==> src/design/dfr_pkg.sv <==
// Shared types and constants for the length-framed packet deframer.
// No dependencies; imported by every module of the block.

package dfr_pkg;

    // Frames reported for one received byte, at most.
    localparam int unsigned MAX_RESULTS = 42;
    localparam int unsigned RES_CW      = 6;

    // Input queue between the front and the scan engine.
    localparam int unsigned RXQ_DEPTH = 4;
    localparam int unsigned RXQ_AW    = 2;

    // Configuration port.
    localparam int unsigned CFG_IW = 2;
    localparam int unsigned CFG_DW = 8;

    localparam logic [7:0] START_MARKER_RST = 8'd9;
    localparam logic [7:0] END_MARKER_RST   = 8'd10;
    localparam logic [7:0] MAX_LEN_RST      = 8'd100;

    typedef enum logic [CFG_IW-1:0] {
        REG_START_MARKER = 2'd0,
        REG_END_MARKER   = 2'd1,
        REG_MAX_LEN      = 2'd2
    } cfg_idx_t;

    typedef struct packed {
        logic [7:0] start_marker;
        logic [7:0] end_marker;
        logic [7:0] max_len;
        logic       start_wr;     // start marker was just rewritten
    } cfg_t;

    typedef struct packed {
        logic       valid;
        logic [7:0] data;
    } rxq_t;

    typedef enum logic [3:0] {
        ST_IDLE,
        ST_SEARCH,
        ST_SEARCH_CHK,
        ST_LEN_RD,
        ST_LEN_CHK,
        ST_END_CHK,
        ST_EMIT,
        ST_DONE
    } scan_state_t;

endpackage

==> src/design/dfr_cfg.sv <==
// Configuration register file of the deframer: markers and length limit.
// Depends on dfr_pkg.

module dfr_cfg (
    input  logic                        aclk,
    input  logic                        aresetn,
    input  logic                        cfg_valid,
    output logic                        cfg_ready,
    input  logic [dfr_pkg::CFG_IW-1:0]  cfg_index,
    input  logic [dfr_pkg::CFG_DW-1:0]  cfg_data,
    output dfr_pkg::cfg_t               cfg
);
    import dfr_pkg::*;

    logic [7:0] start_reg, start_next;
    logic [7:0] end_reg,   end_next;
    logic [7:0] max_reg,   max_next;
    logic       start_wr;
    logic       wr;

    assign cfg_ready = 1'b1;
    assign wr        = cfg_valid && cfg_ready;

    always_comb begin
        start_next = start_reg;
        end_next   = end_reg;
        max_next   = max_reg;
        start_wr   = 1'b0;
        if (wr) begin
            unique case (cfg_idx_t'(cfg_index))
                REG_START_MARKER: begin
                    start_next = cfg_data;
                    start_wr   = 1'b1;
                end
                REG_END_MARKER: end_next = cfg_data;
                REG_MAX_LEN:    max_next = cfg_data;
                default: ;
            endcase
        end
    end

    always_ff @(posedge aclk) begin
        if (!aresetn) begin
            start_reg <= START_MARKER_RST;
            end_reg   <= END_MARKER_RST;
            max_reg   <= MAX_LEN_RST;
        end else begin
            start_reg <= start_next;
            end_reg   <= end_next;
            max_reg   <= max_next;
        end
    end

    assign cfg.start_marker = start_reg;
    assign cfg.end_marker   = end_reg;
    assign cfg.max_len      = max_reg;
    assign cfg.start_wr     = start_wr;

endmodule

==> src/design/dfr_front.sv <==
// Front of the deframer: takes received bytes off the input stream into a
// small queue that the scan engine drains. Depends on dfr_pkg.

module dfr_front (
    input  logic          aclk,
    input  logic          aresetn,
    input  logic          s_axis_tvalid,
    output logic          s_axis_tready,
    input  logic [7:0]    s_axis_tdata,   // [7:0] rx_byte
    output dfr_pkg::rxq_t rxq,
    input  logic          rxq_pop
);
    import dfr_pkg::*;

    logic [7:0]        q_reg [RXQ_DEPTH];
    logic [RXQ_AW-1:0] wr_ptr_reg, wr_ptr_next;
    logic [RXQ_AW-1:0] rd_ptr_reg, rd_ptr_next;
    logic [RXQ_AW:0]   cnt_reg, cnt_next;
    logic              push;
    logic              pop;

    assign s_axis_tready = (cnt_reg != (RXQ_AW+1)'(RXQ_DEPTH));
    assign push          = s_axis_tvalid && s_axis_tready;
    assign pop           = rxq_pop && rxq.valid;

    assign rxq.valid = (cnt_reg != '0);
    assign rxq.data  = q_reg[rd_ptr_reg];

    always_comb begin
        wr_ptr_next = push ? wr_ptr_reg + 1'b1 : wr_ptr_reg;
        rd_ptr_next = pop  ? rd_ptr_reg + 1'b1 : rd_ptr_reg;
        cnt_next    = cnt_reg;
        if (push && !pop) begin
            cnt_next = cnt_reg + 1'b1;
        end else if (pop && !push) begin
            cnt_next = cnt_reg - 1'b1;
        end
    end

    always_ff @(posedge aclk) begin
        if (push) begin
            q_reg[wr_ptr_reg] <= s_axis_tdata;
        end
    end

    always_ff @(posedge aclk) begin
        if (!aresetn) begin
            wr_ptr_reg <= '0;
            rd_ptr_reg <= '0;
            cnt_reg    <= '0;
        end else begin
            wr_ptr_reg <= wr_ptr_next;
            rd_ptr_reg <= rd_ptr_next;
            cnt_reg    <= cnt_next;
        end
    end

endmodule

==> src/design/dfr_back.sv <==
// Scan engine of the deframer: circular byte store, frame search sequencer,
// held-back result for the last-frame flag, and the output register.
// Depends on dfr_pkg.

module dfr_back #(
    parameter int unsigned BUFFER_BYTES = 128
) (
    input  logic          aclk,
    input  logic          aresetn,
    input  dfr_pkg::cfg_t cfg,
    input  dfr_pkg::rxq_t rxq,
    output logic          rxq_pop,
    output logic          m_axis_tvalid,
    input  logic          m_axis_tready,
    output logic [15:0]   m_axis_tdata,   // [7:0] frame_type, [15:8] payload_length
    output logic          m_axis_tlast    // last_frame
);
    import dfr_pkg::*;

    localparam int unsigned AW = $clog2(BUFFER_BYTES);
    localparam int unsigned CW = $clog2(BUFFER_BYTES + 1);
    localparam int unsigned XW = (CW > 10) ? CW : 10;

    function automatic logic [AW-1:0] wrap_add(input logic [AW-1:0] base,
                                               input logic [CW-1:0] off);
        logic [CW:0] sum;
        sum = {{(CW+1-AW){1'b0}}, base} + {1'b0, off};
        if (sum >= (CW+1)'(BUFFER_BYTES)) begin
            sum = sum - (CW+1)'(BUFFER_BYTES);
        end
        return sum[AW-1:0];
    endfunction

    logic [7:0]    byte_store [BUFFER_BYTES];
    logic [7:0]    rd_data_reg;
    logic          mem_we;
    logic          mem_re;
    logic [AW-1:0] wr_addr;
    logic [AW-1:0] rd_addr;

    scan_state_t       state_reg, state_next;
    logic [AW-1:0]     head_reg, head_next;
    logic [CW-1:0]     fill_reg, fill_next;
    // leading bytes already known not to be a start marker
    logic [CW-1:0]     clean_reg, clean_next;
    logic [7:0]        len_reg, len_next;
    logic [RES_CW-1:0] res_cnt_reg, res_cnt_next;

    logic       pend_valid_reg, pend_valid_next;
    logic [7:0] pend_type_reg, pend_type_next;
    logic [7:0] pend_len_reg, pend_len_next;

    logic       out_valid_reg, out_valid_next;
    logic [7:0] out_type_reg, out_type_next;
    logic [7:0] out_len_reg, out_len_next;
    logic       out_last_reg, out_last_next;

    logic          out_free;
    logic [XW-1:0] len_p2_x;
    logic [XW-1:0] len_p3_x;
    logic [CW-1:0] len_p2;
    logic [CW-1:0] len_p3;

    assign out_free = !out_valid_reg || m_axis_tready;
    assign len_p2_x = XW'(rd_data_reg) + XW'(2);
    assign len_p2   = len_p2_x[CW-1:0];
    assign len_p3_x = XW'(len_reg) + XW'(3);
    assign len_p3   = len_p3_x[CW-1:0];

    always_comb begin
        state_next      = state_reg;
        head_next       = head_reg;
        fill_next       = fill_reg;
        clean_next      = clean_reg;
        len_next        = len_reg;
        res_cnt_next    = res_cnt_reg;
        pend_valid_next = pend_valid_reg;
        pend_type_next  = pend_type_reg;
        pend_len_next   = pend_len_reg;
        out_valid_next  = out_valid_reg && !m_axis_tready;
        out_type_next   = out_type_reg;
        out_len_next    = out_len_reg;
        out_last_next   = out_last_reg;
        mem_we          = 1'b0;
        mem_re          = 1'b0;
        wr_addr         = head_reg;
        rd_addr         = head_reg;
        rxq_pop         = 1'b0;

        unique case (state_reg)
            ST_IDLE: begin
                if (rxq.valid) begin
                    rxq_pop      = 1'b1;
                    mem_we       = 1'b1;
                    res_cnt_next = '0;
                    if (fill_reg == CW'(BUFFER_BYTES)) begin
                        // full: new byte overwrites the oldest
                        wr_addr   = head_reg;
                        head_next = wrap_add(head_reg, CW'(1));
                        if (clean_reg != '0) begin
                            clean_next = clean_reg - 1'b1;
                        end
                    end else begin
                        wr_addr   = wrap_add(head_reg, fill_reg);
                        fill_next = fill_reg + 1'b1;
                    end
                    state_next = ST_SEARCH;
                end
            end
            ST_SEARCH: begin
                if (clean_reg >= fill_reg) begin
                    state_next = ST_DONE;     // no start marker, keep all
                end else begin
                    mem_re     = 1'b1;
                    rd_addr    = wrap_add(head_reg, clean_reg);
                    state_next = ST_SEARCH_CHK;
                end
            end
            ST_SEARCH_CHK: begin
                if (rd_data_reg == cfg.start_marker) begin
                    head_next  = wrap_add(head_reg, clean_reg);
                    fill_next  = fill_reg - clean_reg;
                    clean_next = '0;
                    state_next = ST_LEN_RD;
                end else begin
                    clean_next = clean_reg + 1'b1;
                    state_next = ST_SEARCH;
                end
            end
            ST_LEN_RD: begin
                if (fill_reg < CW'(2)) begin
                    state_next = ST_DONE;
                end else begin
                    mem_re     = 1'b1;
                    rd_addr    = wrap_add(head_reg, CW'(1));
                    state_next = ST_LEN_CHK;
                end
            end
            ST_LEN_CHK: begin
                len_next = rd_data_reg;
                if (rd_data_reg > cfg.max_len) begin
                    head_next  = wrap_add(head_reg, CW'(1));
                    fill_next  = fill_reg - 1'b1;
                    clean_next = '0;
                    state_next = ST_SEARCH;
                end else if (XW'(rd_data_reg) + XW'(3) > XW'(fill_reg)) begin
                    state_next = ST_DONE;     // frame not complete yet
                end else begin
                    mem_re     = 1'b1;
                    rd_addr    = wrap_add(head_reg, len_p2);
                    state_next = ST_END_CHK;
                end
            end
            ST_END_CHK: begin
                if (rd_data_reg != cfg.end_marker) begin
                    head_next  = wrap_add(head_reg, CW'(1));
                    fill_next  = fill_reg - 1'b1;
                    clean_next = '0;
                    state_next = ST_SEARCH;
                end else begin
                    mem_re     = 1'b1;
                    rd_addr    = wrap_add(head_reg, CW'(2));
                    state_next = ST_EMIT;
                end
            end
            ST_EMIT: begin
                // rd_data_reg holds the type byte until the held result moves on
                if (!pend_valid_reg || out_free) begin
                    if (pend_valid_reg) begin
                        out_valid_next = 1'b1;
                        out_type_next  = pend_type_reg;
                        out_len_next   = pend_len_reg;
                        out_last_next  = 1'b0;
                    end
                    pend_valid_next = 1'b1;
                    pend_type_next  = rd_data_reg;
                    pend_len_next   = len_reg;
                    head_next       = wrap_add(head_reg, len_p3);
                    fill_next       = fill_reg - len_p3;
                    clean_next      = '0;
                    res_cnt_next    = res_cnt_reg + 1'b1;
                    if (res_cnt_reg == RES_CW'(MAX_RESULTS - 1)) begin
                        state_next = ST_DONE;
                    end else begin
                        state_next = ST_SEARCH;
                    end
                end
            end
            ST_DONE: begin
                if (!pend_valid_reg) begin
                    state_next = ST_IDLE;
                end else if (out_free) begin
                    out_valid_next  = 1'b1;
                    out_type_next   = pend_type_reg;
                    out_len_next    = pend_len_reg;
                    out_last_next   = 1'b1;
                    pend_valid_next = 1'b0;
                    state_next      = ST_IDLE;
                end
            end
            default: state_next = ST_IDLE;
        endcase

        if (cfg.start_wr) begin
            clean_next = '0;
        end
    end

    always_ff @(posedge aclk) begin
        if (mem_we) begin
            byte_store[wr_addr] <= rxq.data;
        end
        if (mem_re) begin
            rd_data_reg <= byte_store[rd_addr];
        end
    end

    always_ff @(posedge aclk) begin
        if (!aresetn) begin
            state_reg      <= ST_IDLE;
            head_reg       <= '0;
            fill_reg       <= '0;
            clean_reg      <= '0;
            res_cnt_reg    <= '0;
            pend_valid_reg <= 1'b0;
            out_valid_reg  <= 1'b0;
        end else begin
            state_reg      <= state_next;
            head_reg       <= head_next;
            fill_reg       <= fill_next;
            clean_reg      <= clean_next;
            res_cnt_reg    <= res_cnt_next;
            pend_valid_reg <= pend_valid_next;
            out_valid_reg  <= out_valid_next;
        end
    end

    always_ff @(posedge aclk) begin
        len_reg       <= len_next;
        pend_type_reg <= pend_type_next;
        pend_len_reg  <= pend_len_next;
        out_type_reg  <= out_type_next;
        out_len_reg   <= out_len_next;
        out_last_reg  <= out_last_next;
    end

    assign m_axis_tvalid = out_valid_reg;
    assign m_axis_tdata  = {out_len_reg, out_type_reg};
    assign m_axis_tlast  = out_last_reg;

    a_fill_bound: assert property (@(posedge aclk) disable iff (!aresetn)
        fill_reg <= CW'(BUFFER_BYTES))
        else $error("fill count beyond store size");

    a_clean_bound: assert property (@(posedge aclk) disable iff (!aresetn)
        clean_reg <= fill_reg)
        else $error("searched span beyond fill count");

    a_idle_flushed: assert property (@(posedge aclk) disable iff (!aresetn)
        state_reg == ST_IDLE |-> !pend_valid_reg)
        else $error("held result left behind at end of byte");

    a_res_bound: assert property (@(posedge aclk) disable iff (!aresetn)
        res_cnt_reg <= RES_CW'(MAX_RESULTS))
        else $error("too many frames for one byte");

endmodule

==> src/design/length_framed_packet_deframer.sv <==
// Length-framed packet deframer, top level.
// Depends on dfr_pkg, dfr_cfg, dfr_front and dfr_back.

// Each received byte enters a four-deep input queue and is then appended to a
// circular store of BUFFER_BYTES bytes (oldest byte overwritten when full),
// which is scanned for frames: start marker, length L, L payload bytes, end
// marker. Every complete frame gives one output request carrying the third
// frame byte and L; tlast marks the last frame found for a byte, at most 42
// per byte. The scan engine reads the store through a single port with a
// registered read; a found frame can wait for the output to accept.
// Bytes already known to hold no start marker are not searched again; only
// a rejected start, a found frame or a new start marker sends the search
// back over the store. The store needs no clearing pass after reset.
// Configuration registers are to be written through the cfg port only while
// the block is idle, which the block does not enforce; cfg_ready is always high.

module length_framed_packet_deframer #(
    parameter int unsigned BUFFER_BYTES = 128
) (
    input  logic                        aclk,
    input  logic                        aresetn,
    input  logic                        s_axis_tvalid,
    output logic                        s_axis_tready,
    input  logic [7:0]                  s_axis_tdata,   // [7:0] rx_byte
    output logic                        m_axis_tvalid,
    input  logic                        m_axis_tready,
    output logic [15:0]                 m_axis_tdata,   // [7:0] frame_type, [15:8] payload_length
    output logic                        m_axis_tlast,   // last_frame
    input  logic                        cfg_valid,
    output logic                        cfg_ready,
    input  logic [dfr_pkg::CFG_IW-1:0]  cfg_index,
    input  logic [dfr_pkg::CFG_DW-1:0]  cfg_data
);
    import dfr_pkg::*;

    cfg_t cfg;
    rxq_t rxq;
    logic rxq_pop;

    dfr_cfg u_cfg (
        .aclk      (aclk),
        .aresetn   (aresetn),
        .cfg_valid (cfg_valid),
        .cfg_ready (cfg_ready),
        .cfg_index (cfg_index),
        .cfg_data  (cfg_data),
        .cfg       (cfg)
    );

    dfr_front u_front (
        .aclk          (aclk),
        .aresetn       (aresetn),
        .s_axis_tvalid (s_axis_tvalid),
        .s_axis_tready (s_axis_tready),
        .s_axis_tdata  (s_axis_tdata),
        .rxq           (rxq),
        .rxq_pop       (rxq_pop)
    );

    dfr_back #(
        .BUFFER_BYTES (BUFFER_BYTES)
    ) u_back (
        .aclk          (aclk),
        .aresetn       (aresetn),
        .cfg           (cfg),
        .rxq           (rxq),
        .rxq_pop       (rxq_pop),
        .m_axis_tvalid (m_axis_tvalid),
        .m_axis_tready (m_axis_tready),
        .m_axis_tdata  (m_axis_tdata),
        .m_axis_tlast  (m_axis_tlast)
    );

endmodule
==> config.mk <==
export PLATFORM = sky130hd
export DESIGN_NAME = length_framed_packet_deframer
export DESIGN_NICKNAME = d
export VERILOG_FILES = /design/src/design/dfr_pkg.sv /design/src/design/dfr_cfg.sv /design/src/design/dfr_front.sv /design/src/design/dfr_back.sv /design/src/design/length_framed_packet_deframer.sv
export SDC_FILE = /design/constraint.sdc
export NUM_CORES = 2
export LEC_CHECK = 0
export ABC_AREA = 1
export BUFFER_PORTS_ARGS = -buffer_cell sky130_fd_sc_hd__buf_2
export CAP_MARGIN = 20
export CORE_AREA = 2 2 276 333
export CTS_CLUSTER_DIAMETER = 30
export DETAILED_ROUTE_END_ITERATION = 8
export DIE_AREA = 0 0 278 335
export PLACE_DENSITY = 0.78
export SYNTH_ARGS = -nofsm -noshare
export SYNTH_HDL_FRONTEND = slang
export SYNTH_HIERARCHICAL = 1
export SYNTH_SLANG_ARGS = --single-unit
==> constraint.sdc <==
create_clock -name aclk -period 6.2 [get_ports aclk]
set_input_delay 0.31 -clock aclk [delete_from_list [all_inputs] [get_ports aclk]]
set_output_delay 0.31 -clock aclk [all_outputs]
set_load 0.02 [all_outputs]
==> run_results.csv <==
group,metric,value,unit
synth,yosysWarnings,6,
run_status,run_status,"finished clean",
synth,synth.yosys.seq_area_share,0.6435,
timing,clock-skew-final,0.02961,ns
clock_tree,clock_tree.htree_level_count,4,
clock_tree,cts_made_buffers,165,
die,floorplan.initialDensity,0.5955,
global_routing,grt_usage,0.3093,
synth,synth.avg_cell_area,10.17,sq um
die,dieHeight,335,um
placement,finalWeightedCongestion,0.9210,
layout,insertedDiodeCount,0,
timing,setup_repair_after_global_routing_missed_its_margin,"no",
global_routing,first_global_vias,38810,
power,power_switching_share,0.4510,
die,design.core.area,90080,sq um
timing,worstMarginPinSlew,1.164,ns
power,cellPowerDensity,608.5,nW/um^2
synth,synth.net_count,5375,
drt,detail_route.first_pass.iterations,8,
global_routing,grt_max_degree,158,
layout,layout.filler_cells,6238,
worst_setup_path,timing.critical_path.required,6.80,ns
die,floorplan.rows,121,
timing,timing_max_transition_violations_final,0,
die,die_area,93130,sq um
synth,post_synth_main_area_contributors,"sky130_fd_sc_hd__edfxtp_1 (62%), sky130_fd_sc_hd__nand2_1 (12%), sky130_fd_sc_hd__nand3_1 (10%), sky130_fd_sc_hd__dfxtp_1 (2.5%), sky130_fd_sc_hd__inv_1 (2.1%)",
synth,syn_inst,5274,
power,power.clock.fraction,0.259,
placement,place_ws,0.8471,ns
timing,finalSetupTns,0,ns
global_routing,global_route.overflow_total,0,
drt,detail_route.iter0.violations,5309,
power,share_seq_of_total_power,0.278,
worst_setup_path,element_type_at_the_critical_path_end,"flop",
timing,max_freq,178.4,MHz
timing,finalWorstSetupSlack,0.5944,ns
drt,post_drt_wl_per_cell,22.09,um
synth,netlist.top_cell.by_area,"sky130_fd_sc_hd__edfxtp_1",
drt,route.vias.total,40090,
drt,via_per_instance_ratio,6.095,
worst_setup_path,critical_path.max_fanout,61,
timing,report.final.setup_viol,0,
layout,drive_above_1_share,0.08504,
flow_run,maxCapViolCount,0,
power,leakagePower,23.94,nW
drt,drc_errors,0,
power,power_report.internal_total,20.21,mW
synth,synth_edf_count,1105,
clock_tree,cts-root-to-sink-buffers,3,
synth,postSynthRegisterBits,1172,
placement,io_buffers,41,
timing,post-route-min-period,5.606,ns
layout,areaGrowthSynthToFinish,12.76,%
worst_setup_path,setup.worst_path.start_class,"flop",
timing,relSlewSlack,0.2219,
worst_setup_path,worstSetupPathType,"reg -> reg",
die,number_of_top_level_design_ports,43,
clock_tree,cts_setup_buffers,0,
synth,postSynth.asyncResetShare,0,
worst_setup_path,critPathSlowestCell,"sky130_fd_sc_hd__edfxtp_1",
clock_tree,tritoncts,"done",
power,p_switching,16.60,mW
synth,ys_dominant_reg_cell,"sky130_fd_sc_hd__edfxtp_1",
power,design_power_total,36.81,mW
clock_tree,cts.root.buffer_cell,"sky130_fd_sc_hd__clkbuf_16",
synth,post-synth-top-area-fraction,0.6185,
worst_setup_path,critPathArrivalTime,6.21,ns
placement,place_hpwl,82860,um
drt,routed_wirelength,145300,um
global_routing,global_route_wire_length_before_repair,221200,um
layout,finish.net_count,5368,
clock_tree,cts.sink_count,1172,
clock_tree,clock_latency,0.76,ns
layout,largest_register_ffs,1024,
power,vdd.ir_drop.worst,0.0007620,V
worst_setup_path,cp_common_cell,"sky130_fd_sc_hd__nand2_1",
synth,syn_area,53650,sq um
synth,synthDistinctLibCells,56,
power,p_comb_frac,0.462,
clock_tree,cts.reportedPaths.clkPinSlew,0.06,ns
timing,finalHoldViolations,0,
timing,post_route_clock_period_utilization,0.9041,
global_routing,antenna_found_initial,0,
die,die_w,278,um
worst_setup_path,crit_path_max_incr_delay,0.61,ns
worst_hold_path,timing.hold.worst.class,"in -> reg",
drt,drt.antenna.violating_nets,0,
## per-layer routing
| layer | share of wire | up-vias | routed length (um) | track usage |
|---|---|---|---|---|
| met1 | 0.36 | 19010 | 51720 | 0.3913 |
| met5 | 0 | - | 0 | 0 |
| met3 | 0.11 | 473 | 15830 | 0.05832 |
| li1 | - | 18040 | - | - |
| met4 | 0.052 | 0 | 7483 | 0.1619 |
| met2 | 0.48 | 2565 | 70240 | 0.5099 |
## cells in the final DEF (no fill, tap or decap), types with 41 or more instances in the layout
cell	synthesis	layout
sky130_fd_sc_hd__clkbuf_16	0	167
sky130_fd_sc_hd__nor2_1	295	295
sky130_fd_sc_hd__inv_1	302	301
sky130_fd_sc_hd__nand2_1	1655	1653
sky130_fd_sc_hd__o21ai_0	55	55
sky130_fd_sc_hd__nand3_1	1108	1108
sky130_fd_sc_hd__a21oi_1	66	66
sky130_fd_sc_hd__buf_4	21	45
sky130_fd_sc_hd__buf_2	144	41
sky130_fd_sc_hd__edfxtp_1	1105	1105
sky130_fd_sc_hd__ha_1	71	71
sky130_fd_sc_hd__dfxtp_1	67	67
## worst paths after layout
check	start	end	slack [ns]	cells after the start
hold reg to reg	u_back/pend_type_reg[4]$_DFFE_PP_	u_back/out_type_reg[4]$_DFFE_PP_	0.42	0
setup reg to reg	u_back/rd_data_reg[1]$_DFFE_PP_	u_back/rd_data_reg[7]$_DFFE_PP_	0.59	30
setup / recovery	u_back/rd_data_reg[1]$_DFFE_PP_	u_back/rd_data_reg[7]$_DFFE_PP_	0.59	30
hold / removal	cfg_valid	u_cfg/end_reg[1]$_SDFFE_PN1P_	0.07	3
## cell families after synthesis
family,after synthesis,share of synthesized area
compound gates,196,0.02188
xor+xnor,61,0.009959
fa+ha+maj,78,0.01917
buf+inv,633,0.05598
flops,1172,0.6435
other cells,1,0.00006990
simple gates,3133,0.2494
## stage by stage
stage	hold slack [ns]	cell area, sq um	cells	util
after global placement	0.4007	54520	6244	0.6053
final	0.06541	60490	6577	0.6715
after detailed placement	0.4045	54540	6245	0.6055
after global routing	0.05676	60490	6577	0.6715
after floorplan	0.4003	53650	5274	-
after CTS	0.01319	60480	6576	0.6714
## Yosys cell counts, types with 28 or more instances
library cell	number
sky130_fd_sc_hd__inv_1	302
sky130_fd_sc_hd__nand3_1	1108
sky130_fd_sc_hd__buf_6	49
sky130_fd_sc_hd__a21oi_1	66
sky130_fd_sc_hd__xnor2_1	28
sky130_fd_sc_hd__xor2_1	33
sky130_fd_sc_hd__clkbuf_1	87
sky130_fd_sc_hd__edfxtp_1	1105
sky130_fd_sc_hd__o21ai_0	55
sky130_fd_sc_hd__ha_1	71
sky130_fd_sc_hd__buf_2	144
sky130_fd_sc_hd__dfxtp_1	67
sky130_fd_sc_hd__nand2_1	1655
sky130_fd_sc_hd__nor2_1	295
## cell type report
class / instances / area, sq um / share of cell area
repair buffers: 135 / 1294 / 0.02139
flip-flops and latches: 1172 / 34520 / 0.5707
well taps: 1168 / 1461 / 0.02416
clock buffers: 186 / 4270 / 0.07060
inverters: 324 / 1219 / 0.02015
clock inverters: 123 / 1445 / 0.02389
multi-input cells: 3469 / 16280 / 0.2691
## power by group through the flow
stage	combinational (mW)	clock [mW]	sequential, mW
floorplan	11.5	0	10.4
global placement	16.1	0	10.4
detailed placement	16.4	0	10.4
CTS	16.5	9.60	10.2
global route	18.3	9.94	10.3
finish	17.0	9.54	10.3
## critical path, delay by kind of cell (launching register included)
kind	cells	cell delay [ns]
simple gates	21	3.00
buf+inv	4	0.82
flops	1	0.61
fa+ha+maj	2	0.55
compound gates	2	0.37
xor+xnor	1	0.08
## timing repair
item	CTS	global route
gates resized for setup	0	0
endpoints found under the hold margin	61	0
hold buffers	22	0
No activity file was read; power rests on OpenSTA's default activity.
